`src/sv/mkpq_pkg.sv`:
```
// Shared types and constants of the minimum-key priority queue.
package mkpq_pkg;

  localparam int unsigned CAPACITY = 16;
  localparam int unsigned DATA_W   = 16;

  typedef enum logic {
    CMD_INSERT  = 1'b0,
    CMD_EXTRACT = 1'b1
  } cmd_e;

  typedef enum logic [1:0] {
    ST_OK    = 2'd0,
    ST_FULL  = 2'd1,
    ST_EMPTY = 2'd2
  } status_e;

  localparam logic signed [DATA_W-1:0] NO_TAG = -16'sd1;

  // One queue entry as held by a cell.
  typedef struct packed {
    logic                     valid;
    logic signed [DATA_W-1:0] key;
    logic signed [DATA_W-1:0] tag;
  } entry_t;

  // Operation broadcast to every cell in a cycle.
  typedef struct packed {
    logic                     ins;
    logic                     ext;
    logic signed [DATA_W-1:0] key;
    logic signed [DATA_W-1:0] tag;
  } cell_ctrl_t;

endpackage

```
`src/sv/mkpq_cell.sv`:
```
// One cell of the sorted queue row: holds an entry and trades with its neighbors.
module mkpq_cell (
  input  logic             clk_i,
  input  logic             rst_ni,
  input  mkpq_pkg::cell_ctrl_t ctrl_i,
  input  mkpq_pkg::entry_t left_i,
  input  logic             left_ge_i,
  input  mkpq_pkg::entry_t right_i,
  output mkpq_pkg::entry_t entry_o,
  output logic             ge_o
);
  import mkpq_pkg::*;

  logic                     valid_q, valid_d;
  logic signed [DATA_W-1:0] key_q, key_d;
  logic signed [DATA_W-1:0] tag_q, tag_d;

  // Empty cells count as larger than any key, so the new entry lands in front.
  assign ge_o = !valid_q || (key_q >= ctrl_i.key);

  always_comb begin
    valid_d = valid_q;
    key_d   = key_q;
    tag_d   = tag_q;
    if (ctrl_i.ext) begin
      valid_d = right_i.valid;
      key_d   = right_i.key;
      tag_d   = right_i.tag;
    end else if (ctrl_i.ins && ge_o) begin
      if (left_ge_i) begin
        valid_d = left_i.valid;
        key_d   = left_i.key;
        tag_d   = left_i.tag;
      end else begin
        valid_d = 1'b1;
        key_d   = ctrl_i.key;
        tag_d   = ctrl_i.tag;
      end
    end
  end

  always_ff @(posedge clk_i or negedge rst_ni) begin
    if (!rst_ni) begin
      valid_q <= 1'b0;
    end else begin
      valid_q <= valid_d;
    end
  end

  always_ff @(posedge clk_i) begin
    key_q <= key_d;
    tag_q <= tag_d;
  end

  assign entry_o = '{valid: valid_q, key: key_q, tag: tag_q};

endmodule

```
`src/sv/min_key_priority_queue_core.sv`:
```
// Top level of the minimum-key priority queue: cell row plus result register.
//
// A queue of up to CAPACITY (tag, key) pairs kept sorted in a row of cells,
// smallest key at cell 0 and, among equal keys, the newest entry first. The
// block takes one command beat per clock: every cell compares its key with
// the incoming key in parallel and either holds, takes the new entry, or
// takes its neighbor's entry, so an insert or an extract completes in the
// cycle it is accepted and the next beat may follow in the very next cycle.
// The result beat (status, tag_out) is registered in an output register
// and appears in the cycle after acceptance; while that register holds a
// stalled beat the input is stalled too. Inserting into a full queue
// returns status full and stores nothing; extracting from an empty queue
// returns status empty. tag_out is -1 except on a successful extract. No
// clearing pass is needed after reset: only the cell and output valid bits are reset.
module min_key_priority_queue_core (
  input  logic        clk_i,
  input  logic        rst_ni,
  input  logic        in_valid_i,
  output logic        in_stall_o,
  input  logic        cmd_i,
  input  logic signed [15:0] tag_i,
  input  logic signed [15:0] key_i,
  output logic        out_valid_o,
  input  logic        out_stall_i,
  output logic [1:0]  status_o,
  output logic signed [15:0] tag_out_o
);
  import mkpq_pkg::*;

  entry_t                cells   [CAPACITY];
  logic [CAPACITY-1:0]   ge;
  cell_ctrl_t            ctrl;

  logic                  in_fire;
  logic                  full, empty;
  logic                  is_ext;

  logic                  out_valid_q, out_valid_d;
  status_e               status_q, status_d;
  logic signed [DATA_W-1:0] tag_q, tag_d;

  // Accept a new beat whenever the result register is free or drains now.
  assign in_stall_o = out_valid_q && out_stall_i;
  assign in_fire    = in_valid_i && !in_stall_o;

  // The row is a sorted prefix: last cell valid means full, first empty means empty.
  assign full   = cells[CAPACITY-1].valid;
  assign empty  = !cells[0].valid;
  assign is_ext = (cmd_i == CMD_EXTRACT);

  always_comb begin
    ctrl.ins = in_fire && !is_ext && !full;
    ctrl.ext = in_fire && is_ext && !empty;
    ctrl.key = key_i;
    ctrl.tag = tag_i;
  end

  for (genvar i = 0; i < CAPACITY; i++) begin : g_cell
    entry_t left_e, right_e;
    logic   left_ge;

    if (i == 0) begin : g_head
      // Nothing sits left of the head: it takes the new entry when it moves.
      assign left_e  = '0;
      assign left_ge = 1'b0;
    end else begin : g_body
      assign left_e  = cells[i-1];
      assign left_ge = ge[i-1];
    end

    if (i == CAPACITY - 1) begin : g_tail
      // Drop in an empty entry at the tail on extract.
      assign right_e = '0;
    end else begin : g_mid
      assign right_e = cells[i+1];
    end

    mkpq_cell u_cell (
      .clk_i     (clk_i),
      .rst_ni    (rst_ni),
      .ctrl_i    (ctrl),
      .left_i    (left_e),
      .left_ge_i (left_ge),
      .right_i   (right_e),
      .entry_o   (cells[i]),
      .ge_o      (ge[i])
    );
  end

  // Build the result beat; the head cell is the minimum on extract.
  always_comb begin
    out_valid_d = out_valid_q && out_stall_i;
    status_d    = status_q;
    tag_d       = tag_q;
    if (in_fire) begin
      out_valid_d = 1'b1;
      tag_d       = NO_TAG;
      if (!is_ext) begin
        status_d = full ? ST_FULL : ST_OK;
      end else if (empty) begin
        status_d = ST_EMPTY;
      end else begin
        status_d = ST_OK;
        tag_d    = cells[0].tag;
      end
    end
  end

  always_ff @(posedge clk_i or negedge rst_ni) begin
    if (!rst_ni) begin
      out_valid_q <= 1'b0;
    end else begin
      out_valid_q <= out_valid_d;
    end
  end

  // Hold the payload while stalled; it changes only on an accepted beat.
  always_ff @(posedge clk_i) begin
    status_q <= status_d;
    tag_q    <= tag_d;
  end

  assign out_valid_o = out_valid_q;
  assign status_o    = status_q;
  assign tag_out_o   = tag_q;

endmodule

```
`config.mk`:
```
export PLATFORM = sky130hd
export DESIGN_NAME = min_key_priority_queue_core
export DESIGN_NICKNAME = d
export VERILOG_FILES = /design/src/sv/mkpq_pkg.sv /design/src/sv/mkpq_cell.sv /design/src/sv/min_key_priority_queue_core.sv
export SDC_FILE = /design/constraint.sdc
export NUM_CORES = 1
export LEC_CHECK = 0
export BUFFER_PORTS_ARGS = -buffer_cell sky130_fd_sc_hd__buf_2
export CAP_MARGIN = 20
export CELL_PAD_IN_SITES_DETAIL_PLACEMENT = 0
export CELL_PAD_IN_SITES_GLOBAL_PLACEMENT = 2
export CORE_UTILIZATION = 43
export CTS_BUF_LIST = sky130_fd_sc_hd__clkbuf_4 sky130_fd_sc_hd__clkbuf_8 sky130_fd_sc_hd__clkbuf_16
export DETAILED_ROUTE_END_ITERATION = 16
export PLACE_DENSITY = 0.82
export SYNTH_ARGS = -nofsm -noshare
export SYNTH_HDL_FRONTEND = slang
export SYNTH_SLANG_ARGS = --single-unit
```
`constraint.sdc`:
```
create_clock -name clk_i -period 6.3 [get_ports clk_i]
set_input_delay 0 -clock clk_i [delete_from_list [all_inputs] [get_ports clk_i]]
set_output_delay 0 -clock clk_i [all_outputs]
set_load 0.005 [all_outputs]
```
==> impl_metrics.tcl, run 1 <==
set metrics [dict create \
    ys_top_cells_by_count "nand2_1 (554), edfxtp_1 (498), nand4_1 (411)" \
    cts_sinks 547 \
    rr_endpoint "g_cell[10].u_cell.key_q[4]$_DFFE_PP_" \
    die-area_um2 79100 \
    synth_top_area_share_pct 44.6 \
    grt_usage_pct 29.6 \
    tightestPinTransition_ns 1.19 \
    worstPathCellList "dlygate4sd3_1 -> buf_2 -> inv_1 -> ha_1 -> nand4_1 -> nor2_1 -> a211oi_1 -> a311o_1 -> buf_4 -> and2_2 -> buf_4 -> a21o_1 -> buf_4" \
    regToRegSetupSlack_ns 2.28 \
    rows 102 \
    preCtsSetupSlack_ns 2.00 \
    io_buffers 56 \
    nets 3465 \
    arrival_ns 4.56 \
    synth_edf_count 498 \
    fill_cells 7161 \
    ant_nets 0 \
    placedInstanceArea_um2 34600 \
    syn_inst 3258 \
    status "completed" \
    crit_path_max_incr_delay_ns 0.69 \
    cts_tree "built" \
    yosysSeqAreaShare_pct 47.7 \
    yosysTopAreaCell "edfxtp_1" \
    via_count 28800 \
    worst-path-max-fanout 34 \
    async_flop_share_pct 3.11 \
    io-pin-count 57 \
    start_kind "input port" \
    cts_hold_buffers 37 \
    endpoint_kind "register" \
    holdPathEnd "g_cell[15].u_cell.key_q[0]$_SDFFE_PP0P_" \
    clock-root-buffer "clkbuf_16" \
    worstPathRequired_ns 6.59 \
    fin_crit_ns 4.27 \
    finalWorstSetupSlack_ns 2.03 \
    die_y_um 281 \
    hold_start "key_i[0]" \
    cts_max_path_buffers 3 \
    fmax_ghz 0.234 \
    wl_per_cell_um 27.6 \
    yosysWarnings 0 \
    finalInstanceArea_um2 37300 \
    ir_drop_mv 0.192 \
    finalHoldViolCount 0 \
    antenna_found_initial 2 \
    synth.cell_area_um2 33600 \
    drive_gt1_share_pct 11.8 \
    synthFlopType "edfxtp_1" \
    cp_common_cell "buf_4" \
    slew_viol_final 0 \
    hold_class "input port to register" \
    max_slew_margin_pct 20.5 \
    numCtsBuffers 67 \
    clkSlewWorstSetupHoldPaths_ns 0.06 \
    syn_nets 3535 \
    gp_congestion 0.976 \
    dp_hpwl_um 82700 \
    drv_cap 0 \
    cts-htree-levels 3 \
    cts_resized 0 \
    crit_buf_inv 6 \
    setup_viol 0 \
    grt_max_degree 163 \
    synth_seq_cells 547 \
    drt-initial-drc-count 3060 \
    rsz0062_at_grt "false" \
    synth_most_common_cell "nand2_1" \
    area_delta_synth_final_pct 11.1 \
    period_share_pct 67.8 \
    hold-worst-slack_ns 0.0953 \
    grt_pass1_vias 28100 \
    firstDrtPassIters 5 \
    cp_top_family "buffers and inverters" \
    setup_tns_ns 0 \
    grt_pass1_wl_um 180000 \
    vias_per_cell 6.72 \
    cts_setup_buffers 0 \
    drc 0 \
    initial_core_util_pct 43.4 \
    reg2reg_from "g_cell[10].u_cell.key_q[15]$_DFFE_PP_" \
    p_leak_nw 13.1 \
    hold_depth 4 \
    clock_latency_ns 0.61 \
    yosys-top-cells-area "edfxtp_1 (45%), ha_1 (9.0%), nand4_1 (7.7%)" \
    r2r_cells 9 \
    globalRouteOverflowTotal 0 \
    slowest_stage "inv_1" \
    p_per_area_nw_per_um2 401 \
    avgSynthCellArea_um2 10.3 \
    path_class "input port to register" \
    routed_wl_um 118000 \
    fp.dieW_um 281 \
    coreArea_um2 77300 \
    ys_types 61 \
    skew_ns 0.0183 \
    worst-path-stages 13 \
]
## tightest hold or removal path, delay by kind of cell
kind	cells	cell delay, ns
buffers and inverters	2	0.40
AOI/OAI and AO/OA	2	0.20
## logic make-up after synthesis
kind of cell / after synthesis / synth area share (%)
compound gates: 892 / 20.5
fa+ha+maj: 240 / 8.95
buf+inv: 364 / 4.64
flops: 547 / 47.7
mux: 9 / 0.272
simple gates: 1206 / 17.9
## how the worst max path moves through the flow
| stage | slack [ns] | endpoint | start |
|---|---|---|---|
| global route | 1.71 | g_cell[5].u_cell.key_q[8]$_DFFE_PP_ | key_i[5] |
| floorplan | 1.47 | g_cell[14].u_cell.key_q[0]$_DFFE_PP_ | g_cell[14].u_cell.key_q[15]$_DFFE_PP_ |
| global placement | 2.03 | g_cell[10].u_cell.key_q[5]$_DFFE_PP_ | key_i[5] |
| finish | 2.03 | g_cell[10].u_cell.key_q[4]$_DFFE_PP_ | key_i[15] |
| detailed placement | 2.00 | g_cell[10].u_cell.key_q[5]$_DFFE_PP_ | key_i[5] |
| CTS | 2.06 | g_cell[10].u_cell.key_q[4]$_DFFE_PP_ | key_i[5] |
## flip-flops by register name, indices dropped and copies added (netlist names)
signal                 count
g_cell.u_cell.key_q      256
g_cell.u_cell.tag_q      256
g_cell.u_cell.valid_q     16
out_valid_o                1
status_o                   2
tag_out_o                 16
## layout make-up
cell class                      count  area, µm²  area share, %
Antenna cell                        2       5.00         0.0134
Tap cell                         1040       1300           3.49
Sequential cell                   547      16000           43.0
Multi-Input combinational cell   2347      16200           43.3
Inverter                           39        146          0.393
Clock buffer                       83       1840           4.93
Timing Repair Buffer              186       1450           3.89
Clock inverter                     38        377           1.01
## metrics by stage
stage / utilization (%) / cells / power (mW)
after floorplan: - / 3258 / 9.34
after global placement: 44.7 / 4116 / 10.7
after detailed placement: 44.7 / 4117 / 10.9
after CTS: 48.1 / 4275 / 14.9
after global routing: 48.2 / 4280 / 15.7
final: 48.2 / 4282 / 15.0
## power breakdown
part           leakage [nW]  internal, mW  switching (mW)
clock                  1.09          2.33            1.63
combinational          6.98          1.79            3.23
sequential             5.06          5.26           0.721
## cells in the final DEF, fill, tap and decap left out, types with 17 or more instances in the layout
master,synthesis,layout
nand2_1,554,553
edfxtp_1,498,498
o21ai_0,106,100
buf_4,0,85
inv_1,39,38
a21o_1,25,25
dlygate4sd3_1,0,36
nor2_1,53,46
dfxtp_1,32,32
a31oi_1,53,53
nand4_1,411,411
nor2b_1,19,19
buf_2,32,56
o211ai_1,339,339
a21oi_1,81,81
a211o_1,31,31
nand3_1,46,46
o311ai_1,17,17
o211ai_2,75,75
o311a_1,31,31
dfrtp_1,17,17
clkbuf_16,0,69
ha_1,240,240
nor4_1,44,42
o311ai_0,45,45
## metal layers
layer	share of wire [%]	track usage [%]
met4	4.4	12.7
met1	44	41.3
met5	0.0068	0
met3	6.8	4.28
met2	45	45.9
Power figures use the tool's default switching activity.
==> inputs of run 2 (changes only) <==
--- a/config.mk
+++ b/config.mk
@@ -9,10 +9,10 @@
 export CAP_MARGIN = 20
 export CELL_PAD_IN_SITES_DETAIL_PLACEMENT = 0
 export CELL_PAD_IN_SITES_GLOBAL_PLACEMENT = 2
-export CORE_UTILIZATION = 43
+export CORE_UTILIZATION = 39
 export CTS_BUF_LIST = sky130_fd_sc_hd__clkbuf_4 sky130_fd_sc_hd__clkbuf_8 sky130_fd_sc_hd__clkbuf_16
 export DETAILED_ROUTE_END_ITERATION = 16
-export PLACE_DENSITY = 0.82
+export PLACE_DENSITY = 0.79
 export SYNTH_ARGS = -nofsm -noshare
 export SYNTH_HDL_FRONTEND = slang
 export SYNTH_SLANG_ARGS = --single-unit
==> constraint.sdc (replaced) <==
create_clock -name clk_i -period 3.5 [get_ports clk_i]
set_input_delay 0 -clock clk_i [delete_from_list [all_inputs] [get_ports clk_i]]
set_output_delay 0 -clock clk_i [all_outputs]
set_load 0.005 [all_outputs]
==> run 2 against run 1 <==
Combinational power up 77%; critical path type is now register to register; clock skew about the same; global-route usage fell by 6.4 points; critical endpoint is now g_cell[10].u_cell.key_q[11]$_DFFE_PP_; cell area grew 1.7%; die area increased by 10%; sequential power rose by 76%; non-clock buffer count is 70 higher; highest routed layer is now met4; clock-buffer cell count grew 5; setup slack worse by 1.9 ns; flip-flop and latch count is the same.
==> impl_metrics.tcl, run 2 (synthesized netlist as in run 1, its figures left out) <==
set metrics [dict create \
    status "completed" \
    crit_path_max_incr_delay_ns 0.64 \
    cp_common_cell "buf_4" \
    worst-path-max-fanout 32 \
    pwr-share-comb_pct 33.8 \
    dp_hpwl_um 75200 \
    setup_viol 0 \
    pwr-share-seq_pct 40.1 \
    drt-initial-drc-count 2274 \
    clock_latency_ns 0.61 \
    slew_viol_final 0 \
    initial_core_util_pct 39.4 \
    cts_max_path_buffers 3 \
    cp_top_family "simple AND/OR/NAND/NOR gates" \
    gp_congestion 0.864 \
    clock-root-buffer "clkbuf_16" \
    grtUsageMet3_pct 2.92 \
    p_per_area_nw_per_um2 692 \
    cts_tree "built" \
    finalHoldViolCount 0 \
    preCtsSetupSlack_ns 0.113 \
    routed_wl_um 102000 \
    skew_ns 0.0183 \
    wl_per_cell_um 22.8 \
    finalInstanceArea_um2 37900 \
    fp.dieW_um 295 \
    arrival_ns 3.66 \
    grt_pass1_wl_um 161000 \
    finalWorstSetupSlack_ns 0.168 \
    antenna_found_initial 1 \
    endpoint_kind "register" \
    fmax_ghz 0.300 \
    path_class "register to register" \
    hold_class "input port to register" \
    worstPathRequired_ns 3.82 \
    period_share_pct 95.2 \
    slowest_stage "nor4_1" \
    io_buffers 56 \
    firstDrtPassIters 5 \
    clockPowerShare_pct 26.1 \
    grt_usage_pct 23.2 \
    drc 0 \
    start_kind "register" \
    ant_nets 0 \
    met1_usage_pct 33.1 \
    p_sw_mw 9.36 \
    io-pin-count 57 \
    final_util_pct 44.5 \
    coreArea_um2 85100 \
    cts_sinks 547 \
    globalRouteOverflowTotal 0 \
    max_slew_margin_pct 23.7 \
    die_y_um 295 \
    die-area_um2 87200 \
    worstPathCellList "ha_1 -> nand4_1 -> nor4_1 -> buf_4 -> a21boi_2 -> nor4_2 -> buf_4 -> o311ai_0 -> o211ai_1" \
    area_delta_synth_final_pct 13.1 \
    hold-worst-slack_ns 0.0254 \
    vias_per_cell 6.17 \
    placedInstanceArea_um2 35400 \
    ir_drop_mv 0.394 \
    busiest_layer "met2" \
    final_cell_mix "nand2_1 (553), edfxtp_1 (498), nand4_1 (411), o211ai_1 (339), ha_1 (240)" \
    rows 107 \
    layout_commonest_cell "nand2_1" \
    numCtsBuffers 66 \
    drive_gt1_share_pct 13.6 \
    fill_cells 8190 \
    rsz0062_at_grt "false" \
    finalPower_mw 26.3 \
    antennaDiodeCount 0 \
    fin_crit_ns 3.33 \
    grt_max_degree 133 \
    clkSlewWorstSetupHoldPaths_ns 0.06 \
    crit_buf_inv 2 \
    switching_share_pct 35.7 \
    via_count 27500 \
    cts-htree-levels 3 \
    p_int_mw 16.9 \
    met2_usage_pct 37.1 \
    tightestPinTransition_ns 1.14 \
    drv_cap 0 \
    grt_pass1_vias 27200 \
    largestRegisters "g_cell.u_cell.key_q (256), g_cell.u_cell.tag_q (256)" \
    p_leak_nw 13.5 \
    nets 3534 \
]
run 2: cell count changes in the layout (fill, tap and decap cells not counted), moves of 3 or more:
cell,change
buf_4,+63
buf_8,-3
clkinvlp_4,-4
nor2_4,-3
buf_12,+11
clkbuf_4,+7
run 2: worst min-delay path: cells and delay by family:
family | cells | cell delay, ns
buffers and inverters | 1 | 0.08
AND/OR/NAND/NOR | 4 | 0.51
run 2: metrics by stage:
step / std cells / TNS [ns]
3_3_place_gp: 4294 / 0
5_1_grt: 4452 / 0
2_1_floorplan: 3258 / -38.18
4_1_cts: 4449 / 0
3_5_place_dp: 4294 / 0
6_report: 4452 / 0
run 2: worst paths after layout:
check                           slack (ns)                                  from  cells past startpoint                                     to
worst min register to register        0.53  g_cell[0].u_cell.tag_q[13]$_DFFE_PP_                      1            tag_out_o[13]$_SDFFCE_PN1P_
min in group asynchronous             0.44                                rst_ni                      3   g_cell[1].u_cell.valid_q$_DFFE_PN0P_
worst max register to register        0.17  g_cell[9].u_cell.key_q[15]$_DFFE_PP_                      9  g_cell[10].u_cell.key_q[11]$_DFFE_PP_
worst min-delay path                  0.03                           out_stall_i                      5  g_cell[15].u_cell.valid_q$_DFFE_PN0P_
worst max-delay path                  0.17  g_cell[9].u_cell.key_q[15]$_DFFE_PP_                      9  g_cell[10].u_cell.key_q[11]$_DFFE_PP_
max in group asynchronous             2.62                                rst_ni                      4   g_cell[7].u_cell.valid_q$_DFFE_PN0P_
run 2: layer usage:
| layer | vias up | part of all wire, % |
|---|---|---|
| met1 | 13300 | 46 |
| met3 | 124 | 6.5 |
| met4 | 0 | 2.1 |
| met2 | 993 | 46 |
| li1 | 13000 | - |
| met5 | - | 0 |
run 2: power groups by stage:
| stage | Sequential, mW | Clock (mW) | Combinational [mW] |
|---|---|---|---|
| 6_report | 10.5 | 6.86 | 8.88 |
| 3_5_place_dp | 10.6 | 0 | 8.83 |
| 3_3_place_gp | 10.6 | 0 | 8.46 |
| 4_1_cts | 10.5 | 7.01 | 8.89 |
| 2_1_floorplan | 10.2 | 0 | 6.65 |
| 5_1_grt | 10.7 | 7.24 | 9.88 |
run 2: final cells by class:
class	count	area (µm²)	area share [%]
multi-input combinational	2347	16100	42.5
sequential	547	16000	42.2
clock buffer	88	1850	4.88
clock inverter	31	275	0.726
timing repair buffer	256	2070	5.46
inverter	39	146	0.386
tap	1144	1430	3.77
run 2: repair_timing:
item                                    in CTS  in global routing
hold endpoints to repair                    99                  0
endpoints found under the setup margin       0                 21
gates resized for setup                      0                  0
buffers inserted                             0                  1
hold buffers                                36                  0
==> inputs of run 3 (changes only) <==
--- a/config.mk
+++ b/config.mk
@@ -12,6 +12,7 @@
 export CORE_UTILIZATION = 39
 export CTS_BUF_LIST = sky130_fd_sc_hd__clkbuf_4 sky130_fd_sc_hd__clkbuf_8 sky130_fd_sc_hd__clkbuf_16
 export DETAILED_ROUTE_END_ITERATION = 16
+export GPL_TIMING_DRIVEN = 0
 export PLACE_DENSITY = 0.79
 export SYNTH_ARGS = -nofsm -noshare
 export SYNTH_HDL_FRONTEND = slang
==> run 3 against run 2 <==
Power is 4.8% higher; utilization grew 0.83 points; global-route usage is 6.0 points higher; combinational power up 11%; highest routed layer unchanged; fmax is 2.5% lower; critical endpoint is now g_cell[7].u_cell.key_q[5]$_DFFE_PP_; setup slack worse by 0.085 ns; die area unchanged; routed wire length up 26%; sequential share of layout area decreased by 0.77 points; largest cell class unchanged; flip-flop and latch count unchanged.
==> impl_metrics.tcl, run 3 (synthesized netlist as in run 1, its figures left out) <==
set metrics [dict create \
    status "completed" \
    instances_no_fill 4646 \
    firstDrtPassIters 5 \
    gp_congestion 0.981 \
    skew_ns 0.0291 \
    pwr-share-seq_pct 38.5 \
    crit_path_end "g_cell[7].u_cell.key_q[5]$_DFFE_PP_" \
    fmax_ghz 0.293 \
    nets 3725 \
    fin_crit_ns 3.42 \
    r2r_cells 9 \
    rsz0062_at_grt "false" \
    clkSlewWorstSetupHoldPaths_ns 0.06 \
    crit_path_start "g_cell[6].u_cell.key_q[15]$_DFFE_PP_" \
    cts_tree "built" \
    die_y_um 295 \
    dp_hpwl_um 106000 \
    rows 107 \
    pwr-share-comb_pct 35.7 \
    worst-path-stages 9 \
    endpoint_kind "register" \
    p_leak_nw 13.5 \
    numPlacedInstances 4480 \
    regToRegSetupSlack_ns 0.08 \
    cts_max_path_buffers 3 \
    crit_path_max_incr_delay_ns 0.48 \
    worstPathRequired_ns 3.84 \
    vias_per_cell 6.26 \
    layout_commonest_cell "nand2_1" \
    slowest_stage "o311ai_2" \
    ir_drop_mv 0.333 \
    tightestPinTransition_ns 1.20 \
    io_buffers 56 \
    grt_max_degree 23 \
    via_count 29100 \
    cp_top_family "compound AO/OA/AOI/OAI gates" \
    ant_nets 0 \
    setup_viol 0 \
    grt_pass1_vias 29200 \
    wl_per_cell_um 27.6 \
    numCtsBuffers 67 \
    path_class "register to register" \
    largestRegisters "g_cell.u_cell.key_q (256), g_cell.u_cell.tag_q (256)" \
    io-pin-count 57 \
    clock_latency_ns 0.63 \
    arrival_ns 3.76 \
    p_sw_mw 10.3 \
    finalHoldViolCount 0 \
    antenna_found_initial 2 \
    placedInstanceArea_um2 35800 \
    final_cell_mix "nand2_1 (554), edfxtp_1 (498), nand4_1 (411), o211ai_1 (339), ha_1 (240)" \
    switching_share_pct 37.4 \
    cts_sinks 547 \
    start_kind "register" \
    grt_pass1_wl_um 187000 \
    max_slew_margin_pct 19.8 \
    hold_class "input port to register" \
    clockPowerShare_pct 25.7 \
    drive_gt1_share_pct 10.9 \
    worst-path-max-fanout 10 \
    p_per_area_nw_per_um2 712 \
    worstPathCellList "ha_1 -> nand4_1 -> nor4_4 -> a21boi_2 -> nor4_1 -> clkdlybuf4s18_2 -> clkbuf_1 -> o311ai_2 -> o211ai_1" \
    coreArea_um2 85100 \
    routed_wl_um 128000 \
    clock-root-buffer "clkbuf_16" \
    fp.dieW_um 295 \
    initial_core_util_pct 39.4 \
    period_share_pct 97.6 \
    area_delta_synth_final_pct 15.2 \
    grt_usage_pct 29.2 \
    crit_buf_inv 2 \
    p_int_mw 17.2 \
    drc 0 \
    finalInstanceArea_um2 38600 \
    globalRouteOverflowTotal 0 \
    reg2reg_from "g_cell[6].u_cell.key_q[15]$_DFFE_PP_" \
    rr_endpoint "g_cell[7].u_cell.key_q[5]$_DFFE_PP_" \
    drt-initial-drc-count 2676 \
    slew_viol_final 0 \
    drv_cap 0 \
    cts-htree-levels 3 \
    die-area_um2 87200 \
]
## run 3: cell types whose count changed in the layout (fill, tap and decap cells not counted), sizes merged
| cell | before | now |
|---|---|---|
| buf | 219 | 157 |
| diode | 0 | 2 |
| clkinvlp | 0 | 3 |
| clkbuf | 88 | 334 |
| inv | 43 | 39 |
| dlygate4sd3 | 36 | 38 |
| dlymetal6s2s | 1 | 0 |
| clkinv | 23 | 28 |
| bufinv | 4 | 6 |
| clkdlybuf4s18 | 0 | 1 |
## run 3: layout make-up
class                   count  area [µm²]
inverters                  39         158
fillers                  8214       46500
repair buffers            123        1240
diodes                      2        5.00
flip-flops and latches    547       16000
clock buffers              84        1820
plain buffers             323        1420
multi-input cells        2347       16100
clock inverters            37         397
well taps                1144        1430
## run 3: timing repair
item / 4_1_cts / 5_1_grt
setup endpoints to repair: 675 / 229
gates resized for setup: 19 / 24
buffers inserted: 5 / 1
hold endpoints to repair: 54 / 0
hold buffers: 38 / 0
pin swaps: 2 / 2
## run 3: stage by stage
step | setup WS [ns] | total power [mW] | utilization [%] | hold slack, ns | TNS [ns]
finish | 0.0825 | 27.5 | 45.4 | 0.102 | 0
global route | 0.00562 | 28.8 | 45.4 | 0.0877 | 0
CTS | 0.00455 | 27.4 | 45.2 | 0.0324 | 0
detailed placement | -0.826 | 20.3 | 42.1 | -0.0135 | -283.94
global placement | -2.25 | 19.7 | 41.4 | -0.0205 | -818.87
floorplan | -0.351 | 16.8 | - | -0.296 | -38.18
## run 3: tightest hold or removal path, delay by kind of cell
| family | cells | cell delay (ns) |
|---|---|---|
| AND/OR/NAND/NOR | 1 | 0.25 |
| AO/OA/AOI/OAI | 1 | 0.25 |
| buffers and inverters | 1 | 0.10 |
## run 3: power groups by stage
stage	Combinational, mW	Clock, mW	Sequential (mW)
floorplan	6.65	0	10.2
global placement	8.99	0	10.7
detailed placement	9.60	0	10.7
CTS	9.70	7.19	10.6
global route	10.7	7.41	10.7
finish	9.84	7.08	10.6
## run 3: layer usage
metal  wire [µm]  GRT usage (%)
met1       53000           37.3
met2       61100           49.5
met3        8810           4.22
met4        5160           11.6
met5           0              0
## run 3: how the worst min path moves through the flow
stage | from | endpoint | cells after the start
detailed placement | rst_ni | out_valid_o$_DFF_PN0_ | 1
finish | key_i[15] | g_cell[8].u_cell.key_q[15]$_DFFE_PP_ | 3
global placement | rst_ni | out_valid_o$_DFF_PN0_ | 1
CTS | key_i[15] | g_cell[7].u_cell.key_q[15]$_DFFE_PP_ | 3
global route | key_i[15] | g_cell[7].u_cell.key_q[15]$_DFFE_PP_ | 3
floorplan | rst_ni | g_cell[0].u_cell.valid_q$_DFFE_PN0P_ | 0
